===== src/rtl/lpfp_pkg.sv =====
// ----------------------------------------------------------------------------
// lpfp_pkg
// Types, codes and reset values shared by the length-prefixed frame parser.
// ----------------------------------------------------------------------------
package lpfp_pkg;

	localparam int unsigned LEN_LIMIT_W   = 17;
	localparam int unsigned DIM_W         = 16;
	localparam int unsigned CFG_DATA_W    = 17;
	localparam int unsigned CFG_INDEX_W   = 2;

	localparam logic [CFG_INDEX_W-1:0] REG_LEN_LIMIT    = 2'd0;
	localparam logic [CFG_INDEX_W-1:0] REG_DEFAULT_COLS = 2'd1;
	localparam logic [CFG_INDEX_W-1:0] REG_DEFAULT_ROWS = 2'd2;

	localparam logic [LEN_LIMIT_W-1:0] LEN_LIMIT_RST    = 17'(64 * 1024);
	localparam logic [DIM_W-1:0]       DEFAULT_COLS_RST = 16'd80;
	localparam logic [DIM_W-1:0]       DEFAULT_ROWS_RST = 16'd24;

	localparam logic [7:0] TYPE_DATA   = 8'h01;
	localparam logic [7:0] TYPE_RESIZE = 8'h02;
	localparam logic [7:0] TYPE_HELLO  = 8'h04;

	localparam logic [1:0] KIND_DATA   = 2'd0;
	localparam logic [1:0] KIND_OPEN   = 2'd1;
	localparam logic [1:0] KIND_RESIZE = 2'd2;
	localparam logic [1:0] KIND_ERROR  = 2'd3;

	typedef struct packed {
		logic [LEN_LIMIT_W-1:0] len_limit;
		logic [DIM_W-1:0]       default_cols;
		logic [DIM_W-1:0]       default_rows;
	} lpfp_cfg_t;

endpackage


===== src/rtl/lpfp_byte_if.sv =====
// ----------------------------------------------------------------------------
// lpfp_byte_if
// Valid/ready channel carrying one stream byte per item.
// ----------------------------------------------------------------------------
interface lpfp_byte_if;
	logic       valid;
	logic       ready;
	logic [7:0] stream_byte;

	modport source (output valid, output stream_byte, input ready);
	modport sink (input valid, input stream_byte, output ready);
endinterface


===== src/rtl/lpfp_event_if.sv =====
// ----------------------------------------------------------------------------
// lpfp_event_if
// Valid/ready channel carrying one parser result per item.
// ----------------------------------------------------------------------------
interface lpfp_event_if;
	logic        valid;
	logic        ready;
	logic [1:0]  kind;
	logic [7:0]  data_byte;
	logic [15:0] cols;
	logic [15:0] rows;
	logic        frame_end;

	modport source (output valid, output kind, output data_byte, output cols,
		output rows, output frame_end, input ready);
	modport sink (input valid, input kind, input data_byte, input cols,
		input rows, input frame_end, output ready);
endinterface


===== src/rtl/lpfp_cfg.sv =====
// ----------------------------------------------------------------------------
// lpfp_cfg
// Configuration registers: maximum payload length and window defaults.
// ----------------------------------------------------------------------------
module lpfp_cfg
	import lpfp_pkg::*;
(
	input  logic                   clk,
	input  logic                   arst_n,
	input  logic                   cfg_we,
	input  logic [CFG_INDEX_W-1:0] cfg_index,
	input  logic [CFG_DATA_W-1:0]  cfg_data,
	output lpfp_cfg_t              cfg
);

	lpfp_cfg_t cfg_q;

	always_ff @(posedge clk or negedge arst_n) begin
		if (!arst_n) begin
			cfg_q.len_limit    <= LEN_LIMIT_RST;
			cfg_q.default_cols <= DEFAULT_COLS_RST;
			cfg_q.default_rows <= DEFAULT_ROWS_RST;
		end else if (cfg_we) begin
			case (cfg_index)
				REG_LEN_LIMIT:    cfg_q.len_limit    <= cfg_data[LEN_LIMIT_W-1:0];
				REG_DEFAULT_COLS: cfg_q.default_cols <= cfg_data[DIM_W-1:0];
				REG_DEFAULT_ROWS: cfg_q.default_rows <= cfg_data[DIM_W-1:0];
				default: ;
			endcase
		end
	end

	assign cfg = cfg_q;

endmodule


===== src/rtl/lpfp_in_stage.sv =====
// ----------------------------------------------------------------------------
// lpfp_in_stage
// Input register: holds one accepted stream byte until the parser takes it.
// ----------------------------------------------------------------------------
module lpfp_in_stage
	import lpfp_pkg::*;
(
	input  logic         clk,
	input  logic         arst_n,
	lpfp_byte_if.sink    byte_in,
	input  logic         take,
	output logic         vld_s1,
	output logic [7:0]   byte_s1
);

	logic vld_q;
	logic [7:0] byte_q;

	assign byte_in.ready = !vld_q || take;

	always_ff @(posedge clk or negedge arst_n) begin
		if (!arst_n) begin
			vld_q <= 1'b0;
		end else if (byte_in.ready) begin
			vld_q <= byte_in.valid;
		end
	end

	always_ff @(posedge clk) begin
		if (byte_in.valid && byte_in.ready) begin
			byte_q <= byte_in.stream_byte;
		end
	end

	assign vld_s1  = vld_q;
	assign byte_s1 = byte_q;

endmodule


===== src/rtl/lpfp_parser.sv =====
// ----------------------------------------------------------------------------
// lpfp_parser
// Frame state machine and result register: header, length, payload, error.
// ----------------------------------------------------------------------------
module lpfp_parser
	import lpfp_pkg::*;
(
	input  logic         clk,
	input  logic         arst_n,
	input  lpfp_cfg_t    cfg,
	input  logic         vld_s1,
	input  logic [7:0]   byte_s1,
	output logic         take,
	lpfp_event_if.source event_out
);

	localparam logic [1:0] PH_HEADER  = 2'd0;
	localparam logic [1:0] PH_PAYLOAD = 2'd1;
	localparam logic [1:0] PH_ERROR   = 2'd2;

	logic [1:0]             phase_q, phase_d;
	logic [2:0]             hcount_q, hcount_d;
	logic [7:0]             fkind_q, fkind_d;
	logic [31:0]            len_q, len_d;
	logic [LEN_LIMIT_W-1:0] left_q, left_d;
	logic [31:0]            size_q, size_d;
	logic [2:0]             pcount_q, pcount_d;
	logic                   open_q, open_d;

	logic        res_vld;
	logic [1:0]  res_kind;
	logic [7:0]  res_byte;
	logic [15:0] res_cols;
	logic [15:0] res_rows;
	logic        res_end;

	logic        out_vld_q;
	logic [1:0]  kind_q;
	logic [7:0]  byte_q;
	logic [15:0] cols_q;
	logic [15:0] rows_q;
	logic        end_q;

	logic [31:0]            len_next;
	logic [LEN_LIMIT_W-1:0] left_next;
	logic                   fin;
	logic [31:0]            fin_size;
	logic [2:0]             fin_pcount;
	logic [15:0]            fin_cols;
	logic [15:0]            fin_rows;
	logic                   win_frame;

	assign take = vld_s1 && (!out_vld_q || event_out.ready);

	assign len_next  = {len_q[23:0], byte_s1};
	assign left_next = left_q - LEN_LIMIT_W'(1);
	assign win_frame = (fkind_q == TYPE_HELLO) || (fkind_q == TYPE_RESIZE);

	always_comb begin
		fin_cols = cfg.default_cols;
		fin_rows = cfg.default_rows;
		if (fin_pcount >= 3'd4) begin
			if (fin_size[31:16] != 16'd0) fin_cols = fin_size[31:16];
			if (fin_size[15:0] != 16'd0) fin_rows = fin_size[15:0];
		end
	end

	always_comb begin
		phase_d  = phase_q;
		hcount_d = hcount_q;
		fkind_d  = fkind_q;
		len_d    = len_q;
		left_d   = left_q;
		size_d   = size_q;
		pcount_d = pcount_q;
		open_d   = open_q;
		res_vld  = 1'b0;
		res_kind = KIND_DATA;
		res_byte = 8'd0;
		res_cols = 16'd0;
		res_rows = 16'd0;
		res_end  = 1'b0;
		fin        = 1'b0;
		fin_size   = 32'd0;
		fin_pcount = 3'd0;
		case (phase_q)
			PH_HEADER: begin
				if (hcount_q == 3'd0) begin
					fkind_d  = byte_s1;
					len_d    = 32'd0;
					hcount_d = 3'd1;
				end else if (hcount_q != 3'd4) begin
					len_d    = len_next;
					hcount_d = hcount_q + 3'd1;
				end else begin
					len_d    = len_next;
					hcount_d = 3'd0;
					if (len_next > {15'd0, cfg.len_limit}) begin
						phase_d  = PH_ERROR;
						res_vld  = 1'b1;
						res_kind = KIND_ERROR;
					end else begin
						left_d   = len_next[LEN_LIMIT_W-1:0];
						size_d   = 32'd0;
						pcount_d = 3'd0;
						if (len_next[LEN_LIMIT_W-1:0] == '0) fin = 1'b1;
						else phase_d = PH_PAYLOAD;
					end
				end
			end
			PH_PAYLOAD: begin
				left_d = left_next;
				if (pcount_q < 3'd4) begin
					size_d   = {size_q[23:0], byte_s1};
					pcount_d = pcount_q + 3'd1;
				end
				fin_size   = size_d;
				fin_pcount = pcount_d;
				if (left_next == '0) phase_d = PH_HEADER;
				if (fkind_q == TYPE_DATA) begin
					res_vld  = 1'b1;
					res_byte = byte_s1;
					res_end  = (left_next == '0);
				end else if (left_next == '0) begin
					fin = 1'b1;
				end
			end
			default: ;
		endcase
		if (fin && win_frame) begin
			if (fkind_q == TYPE_HELLO && !open_q) begin
				open_d   = 1'b1;
				res_vld  = 1'b1;
				res_kind = KIND_OPEN;
				res_cols = fin_cols;
				res_rows = fin_rows;
			end else if (open_q) begin
				res_vld  = 1'b1;
				res_kind = KIND_RESIZE;
				res_cols = fin_cols;
				res_rows = fin_rows;
			end
		end
	end

	always_ff @(posedge clk or negedge arst_n) begin
		if (!arst_n) begin
			phase_q  <= PH_HEADER;
			hcount_q <= 3'd0;
			fkind_q  <= 8'd0;
			len_q    <= 32'd0;
			left_q   <= '0;
			size_q   <= 32'd0;
			pcount_q <= 3'd0;
			open_q   <= 1'b0;
		end else if (take) begin
			phase_q  <= phase_d;
			hcount_q <= hcount_d;
			fkind_q  <= fkind_d;
			len_q    <= len_d;
			left_q   <= left_d;
			size_q   <= size_d;
			pcount_q <= pcount_d;
			open_q   <= open_d;
		end
	end

	always_ff @(posedge clk or negedge arst_n) begin
		if (!arst_n) begin
			out_vld_q <= 1'b0;
		end else if (take && res_vld) begin
			out_vld_q <= 1'b1;
		end else if (event_out.ready) begin
			out_vld_q <= 1'b0;
		end
	end

	always_ff @(posedge clk) begin
		if (take && res_vld) begin
			kind_q <= res_kind;
			byte_q <= res_byte;
			cols_q <= res_cols;
			rows_q <= res_rows;
			end_q  <= res_end;
		end
	end

	assign event_out.valid     = out_vld_q;
	assign event_out.kind      = kind_q;
	assign event_out.data_byte = byte_q;
	assign event_out.cols      = cols_q;
	assign event_out.rows      = rows_q;
	assign event_out.frame_end = end_q;

endmodule


===== src/rtl/length_prefixed_frame_parser_unit.sv =====
// A byte passes the input register and then the parse step into the result register.
// Throughput: one byte per cycle while no result waits, set by the single parse step
// between the input register and the result register; while a result waits, the
// input register takes one more byte and then stalls. Reset clears the parse state,
// the session flag and both valids, and loads the register defaults (65536, 80, 24).
// ----------------------------------------------------------------------------
// length_prefixed_frame_parser_unit
// Parses type/length/payload frames into data bytes, window events and length errors.
// ----------------------------------------------------------------------------
module length_prefixed_frame_parser_unit
	import lpfp_pkg::*;
(
	input  logic                   clk,
	input  logic                   arst_n,
	input  logic                   cfg_we,
	input  logic [CFG_INDEX_W-1:0] cfg_index,
	input  logic [CFG_DATA_W-1:0]  cfg_data,
	lpfp_byte_if.sink              byte_in,
	lpfp_event_if.source           event_out
);

	lpfp_cfg_t  cfg;
	logic       vld_s1;
	logic [7:0] byte_s1;
	logic       take;

	lpfp_cfg u_cfg (
		.clk       (clk),
		.arst_n    (arst_n),
		.cfg_we    (cfg_we),
		.cfg_index (cfg_index),
		.cfg_data  (cfg_data),
		.cfg       (cfg)
	);

	lpfp_in_stage u_in_stage (
		.clk     (clk),
		.arst_n  (arst_n),
		.byte_in (byte_in),
		.take    (take),
		.vld_s1  (vld_s1),
		.byte_s1 (byte_s1)
	);

	lpfp_parser u_parser (
		.clk       (clk),
		.arst_n    (arst_n),
		.cfg       (cfg),
		.vld_s1    (vld_s1),
		.byte_s1   (byte_s1),
		.take      (take),
		.event_out (event_out)
	);

endmodule

===== src/flat_wrapper.sv =====
// flat-port wrapper written by rule: the top's interface ports become plain ports
module length_prefixed_frame_parser_unit_flat import lpfp_pkg::*;
  (clk, arst_n, cfg_we, cfg_index, cfg_data, byte_in_valid, byte_in_stream_byte, byte_in_ready, event_out_valid, event_out_kind, event_out_data_byte, event_out_cols, event_out_rows, event_out_frame_end, event_out_ready);
  lpfp_byte_if byte_in_i ();
  lpfp_event_if event_out_i ();
  input  logic clk;
  input  logic arst_n;
  input  logic cfg_we;
  input  logic [CFG_INDEX_W-1:0] cfg_index;
  input  logic [CFG_DATA_W-1:0] cfg_data;
  input wire logic [$bits(byte_in_i.valid)-1:0] byte_in_valid;
  input wire logic [$bits(byte_in_i.stream_byte)-1:0] byte_in_stream_byte;
  output wire logic [$bits(byte_in_i.ready)-1:0] byte_in_ready;
  output wire logic [$bits(event_out_i.valid)-1:0] event_out_valid;
  output wire logic [$bits(event_out_i.kind)-1:0] event_out_kind;
  output wire logic [$bits(event_out_i.data_byte)-1:0] event_out_data_byte;
  output wire logic [$bits(event_out_i.cols)-1:0] event_out_cols;
  output wire logic [$bits(event_out_i.rows)-1:0] event_out_rows;
  output wire logic [$bits(event_out_i.frame_end)-1:0] event_out_frame_end;
  input wire logic [$bits(event_out_i.ready)-1:0] event_out_ready;
  assign byte_in_i.valid = byte_in_valid;
  assign byte_in_i.stream_byte = byte_in_stream_byte;
  assign byte_in_ready = byte_in_i.ready;
  assign event_out_valid = event_out_i.valid;
  assign event_out_kind = event_out_i.kind;
  assign event_out_data_byte = event_out_i.data_byte;
  assign event_out_cols = event_out_i.cols;
  assign event_out_rows = event_out_i.rows;
  assign event_out_frame_end = event_out_i.frame_end;
  assign event_out_i.ready = event_out_ready;
  length_prefixed_frame_parser_unit u_core (.clk(clk), .arst_n(arst_n), .cfg_we(cfg_we), .cfg_index(cfg_index), .cfg_data(cfg_data), .byte_in(byte_in_i), .event_out(event_out_i));
endmodule

===== config.mk =====
export PLATFORM = sky130hd
export DESIGN_NAME = length_prefixed_frame_parser_unit_flat
export DESIGN_NICKNAME = d
export VERILOG_FILES = /design/src/rtl/lpfp_pkg.sv /design/src/rtl/lpfp_byte_if.sv /design/src/rtl/lpfp_event_if.sv /design/src/rtl/lpfp_cfg.sv /design/src/rtl/lpfp_in_stage.sv /design/src/rtl/lpfp_parser.sv /design/src/rtl/length_prefixed_frame_parser_unit.sv /design/src/flat_wrapper.sv
export SDC_FILE = /design/constraint.sdc
export NUM_CORES = 1
export LEC_CHECK = 0
export ABC_AREA = 1
export BUFFER_PORTS_ARGS = -buffer_cell sky130_fd_sc_hd__buf_2
export CORE_MARGIN = 2
export CORE_UTILIZATION = 28
export CTS_CLUSTER_DIAMETER = 200
export DETAILED_ROUTE_END_ITERATION = 7
export GPL_TIMING_DRIVEN = 0
export SLEW_MARGIN = 0
export SYNTH_ARGS = -nofsm -noshare
export SYNTH_HDL_FRONTEND = slang
export SYNTH_SLANG_ARGS = --single-unit

===== constraint.sdc =====
create_clock -name clk -period 3.45 [get_ports clk]
set_clock_uncertainty 0.05 [all_clocks]
set_input_delay 0.8625 -clock clk [delete_from_list [all_inputs] [get_ports clk]]
set_output_delay 0.8625 -clock clk [all_outputs]
set_load 0.02 [all_outputs]

==> metrics.md <==
| Metric | Value |
|---|---|
| # Post-CTS Setup Buffers | 0 |
| Largest cells by area after synthesis | dfrtp_1, edfxtp_1, nand2_1, o21ai_0, inv_1 |
| Placed insts | 1,692 |
| Vias | just over 8,000 |
| Post-synthesis cell count | 1,166 |
| Cell Area, Placed | between 10,000 and 15,000 um2 |
| Synth area leader | dfrtp_1 |
| Number of clock sinks | 192 |
| Final setup viols | 0 |
| Crit. End Element | register |
| Root Buffer | clkbuf_16 |
| First-pass GRT wire length | 43,100 um |
| Max Cap Viol | 0 |
| Crit path DAT | 3.17 ns |
| Worst-path clk slew | 0.07 ns |
| Die Area | 35,600 um2 |
| Max Clk Rate | roughly 320 MHz |
| Req. time, crit path | ~3.5 ns |
| Num CTS Buffers | 17 |
| Routed WL | 26,700 um |
| Final Cycle Share | 89.2% |
| Syn avg cell area | between 8 and 9 um2 |
| Worst-Margin Slew | roughly 0.74 ns |
| Layout net count | 1,317 |
| Setup CP Type | reg -> reg |
| Vias in the first global route | 8,097 |
| Top-area cell type share of the netlist area | between 30% and 40% |
| Vert. Die Dim | 189 um |
| Commonest cells in the netlist | nand2_1, o21ai_0, inv_1 |
| Lkg Pwr | 5.40 nW |
| GP Congestion | a little over 0.9 |
| Synth cell types | 38 |
| Top_reg_cell synth | dfrtp_1 |
| Most common cell in the netlist | nand2_1 |
| Starting Density | between 20 and 30% |
| Final instance area | 11,200 um2 |
| CTS tree | built |
| Max stage delay on crit path | 0.40 ns |
| Core ar. | between 30,000 and 40,000 um2 |
| CP Launch Type | register |
| Pre-antenna DRT Iters | 5 |
| FF/Latch Area | 5070 um2 |
| Power per cell area | 446 nW/um2 |
| Period minus WS final | a little over 3 ns |
| Worst path slowest cell | dfrtp_1 |
| Fin. Hold Viols | 0 |
| Clk_lat worst skew | 0.45 ns |
| DRC errors left | 0 |
| Synthesis-stage register bit count | 192 |
| Worst-path cell chain | inv_1 -> ha_1 -> nand2_1 -> nor2_1 -> nand2_1 -> nand2_1 -> nand3_1 -> nor2_1 -> nand2_1 -> nor2_1 -> nand4_1 -> nand2_1 -> nand4_1 -> nand2_2 -> buf_12 |
| Inserted Diodes | 0 |
| Slew margin rel. | about half |
| DR vias/cell | 4.69 |
| Syn Nets | 1,220 |
| Final Util | 33.3% |
| Final non-filler cell total | 1,724 |
| Die X | 189 um |
| Synth warn | 0 |
| Most frequent CP cell | nand2_1 |
| Pin count of the biggest net entering global routing | between 80 and 90 |
| Hold crit path type | in -> async |
| Mean routed wirelength per cell | 15.5 um |
| Final ANT Viol Nets | 0 |
| Setup TNS | 0 ns |
| Outcome | completed |
| Max Transition Viols Final | 0 |
| Multi-input combinational cell area | about 3700 um2 |
| Asr flop ratio synth | 73.4% |
| Peak VDD IR | 0.338 mV |
| H-tree Lvls | 4 |
| Top Ports | 77 |
| Tot GR Track Use | 15.5% |
| Number of flops mapped to enable cells by yosys | 51 |
| RSZ-0062 raised after global routing | no |
| Sequential area share after synthesis | 53.1% |
| Synthesized area | 9550 um2 |
| Fill cell count | 3,600 |
| First DRT Iteration DRCs | 696 |
| Initial antenna violation count | 0 |
| Share of cells above drive strength 1 | 11.8% |
| Area grow syn2layout | 17.0% |
| Row cnt | 67 |
| Port bufs | 76 |
| Worst Path Max Fanout | 32 |
| Longest Clk Path Bufs | 2 |
| Grt total ovfl | 0 |
| Final HPWL DP | ~20,000 um |
sequential cells by signal, summed over array words and instances, names as in the netlist, 2 cells and up:
name                                 flops
u_core.u_cfg.cfg                        49
u_core.u_in_stage.byte_s1                8
u_core.u_parser.event_out.cols          16
u_core.u_parser.event_out.data_byte      8
u_core.u_parser.event_out.kind           2
u_core.u_parser.event_out.rows          16
u_core.u_parser.fkind_q                  8
u_core.u_parser.hcount_q                 3
u_core.u_parser.left_q                  17
u_core.u_parser.len_q                   24
u_core.u_parser.pcount_q                 3
u_core.u_parser.phase_q                  2
u_core.u_parser.size_q                  32
per-stage QoR:
step | setup slack (ns) | power [mW] | hold slack (ns)
finish | 0.372 | 4.99 | 0.416
global route | 0.00675 | 5.18 | 0.448
CTS | 0.241 | 5.03 | 0.436
detailed placement | 0.277 | 2.93 | 0.418
global placement | -0.668 | 2.92 | 0.415
floorplan | 0.342 | 2.75 | 0.400
worst max-delay path: cells and delay by family, from the launching register on:
kind / cells / cell delay [ns]
buffers and inverters: 2 / 0.39
flip-flops: 1 / 0.40
adder cells (fa/ha/maj): 1 / 0.26
AND/OR/NAND/NOR: 12 / 1.61
where the power goes:
part / internal, mW / switching (mW)
registers: 2.43 / 0.0737
logic: 0.133 / 0.245
clock network: 1.18 / 0.927
total: 3.74 / 1.25
path summary, 6_finish.rpt:
check | cells after the start | end | startpoint | slack [ns]
min in group clk | 2 | u_core.u_parser.len_q[21] | u_core.u_parser.len_q[21] | 0.43
hold / removal | 1 | u_core.u_parser.len_q[22] | arst_n | 0.42
max in group asynchronous | 2 | u_core.u_parser.size_q[1] | arst_n | 2.16
hold reg to reg | 2 | u_core.u_parser.len_q[21] | u_core.u_parser.len_q[21] | 0.43
setup / recovery | 15 | u_core.u_parser.event_out.cols[3] | u_core.u_parser.left_q[0] | 0.37
setup reg to reg | 15 | u_core.u_parser.event_out.cols[3] | u_core.u_parser.left_q[0] | 0.37
cells in the final DEF, fill, tap and decap left out, types with 3 or more instances in the layout:
cell type / count
a21oi_1: 17
buf_2: 90
buf_6: 8
clkbuf_1: 26
clkbuf_16: 19
dfrtp_1: 136
dfstp_2: 5
edfxtp_1: 51
ha_1: 22
inv_1: 148
inv_6: 7
nand2_1: 262
nand2_2: 3
nand3_1: 59
nand3b_1: 7
nand4_1: 13
nor2_1: 143
nor3_1: 36
nor4_1: 7
o21ai_0: 160
o21ai_1: 13
o21bai_1: 3
o31ai_1: 8
or2_2: 3
or3_1: 3
area by class of cell:
class	count	share of cell area (%)
Sequential cell	192	45.3
Timing Repair Buffer	78	3.89
Multi-Input combinational cell	774	32.8
Buffer	48	2.32
Clock inverter	11	1.23
Inverter	152	5.11
Tap cell	448	5.02
Clock buffer	21	4.32
layer usage:
layer  vias up  wire (um)  global-route usage [%]
met2       255      12100                    24.6
met3        54       1390                    3.00
met5         -          0                       0
met1      3791      12200                    20.5
met4         0       1020                    7.30
li1       3983          -                       -
kinds of logic (layout without fill, tap and decap cells):
| logic type | count (synthesis) | after routing | share of synthesized area [%] |
|---|---|---|---|
| AND/OR/NAND/NOR | 544 | 544 | 24.0 |
| AO/OA/AOI/OAI | 205 | 205 | 11.1 |
| buffers and inverters | 200 | 310 | 8.69 |
| flip-flops | 192 | 192 | 53.1 |
| adder cells (fa/ha/maj) | 22 | 22 | 2.88 |
| XOR/XNOR | 3 | 3 | 0.275 |
what timing repair did:
item,CTS,global route
hold endpoints to repair,0,0
setup endpoints to repair,0,7
gates resized for setup,0,1
hold buffers,0,0
Note: power is estimated with default switching activity, not from simulation.
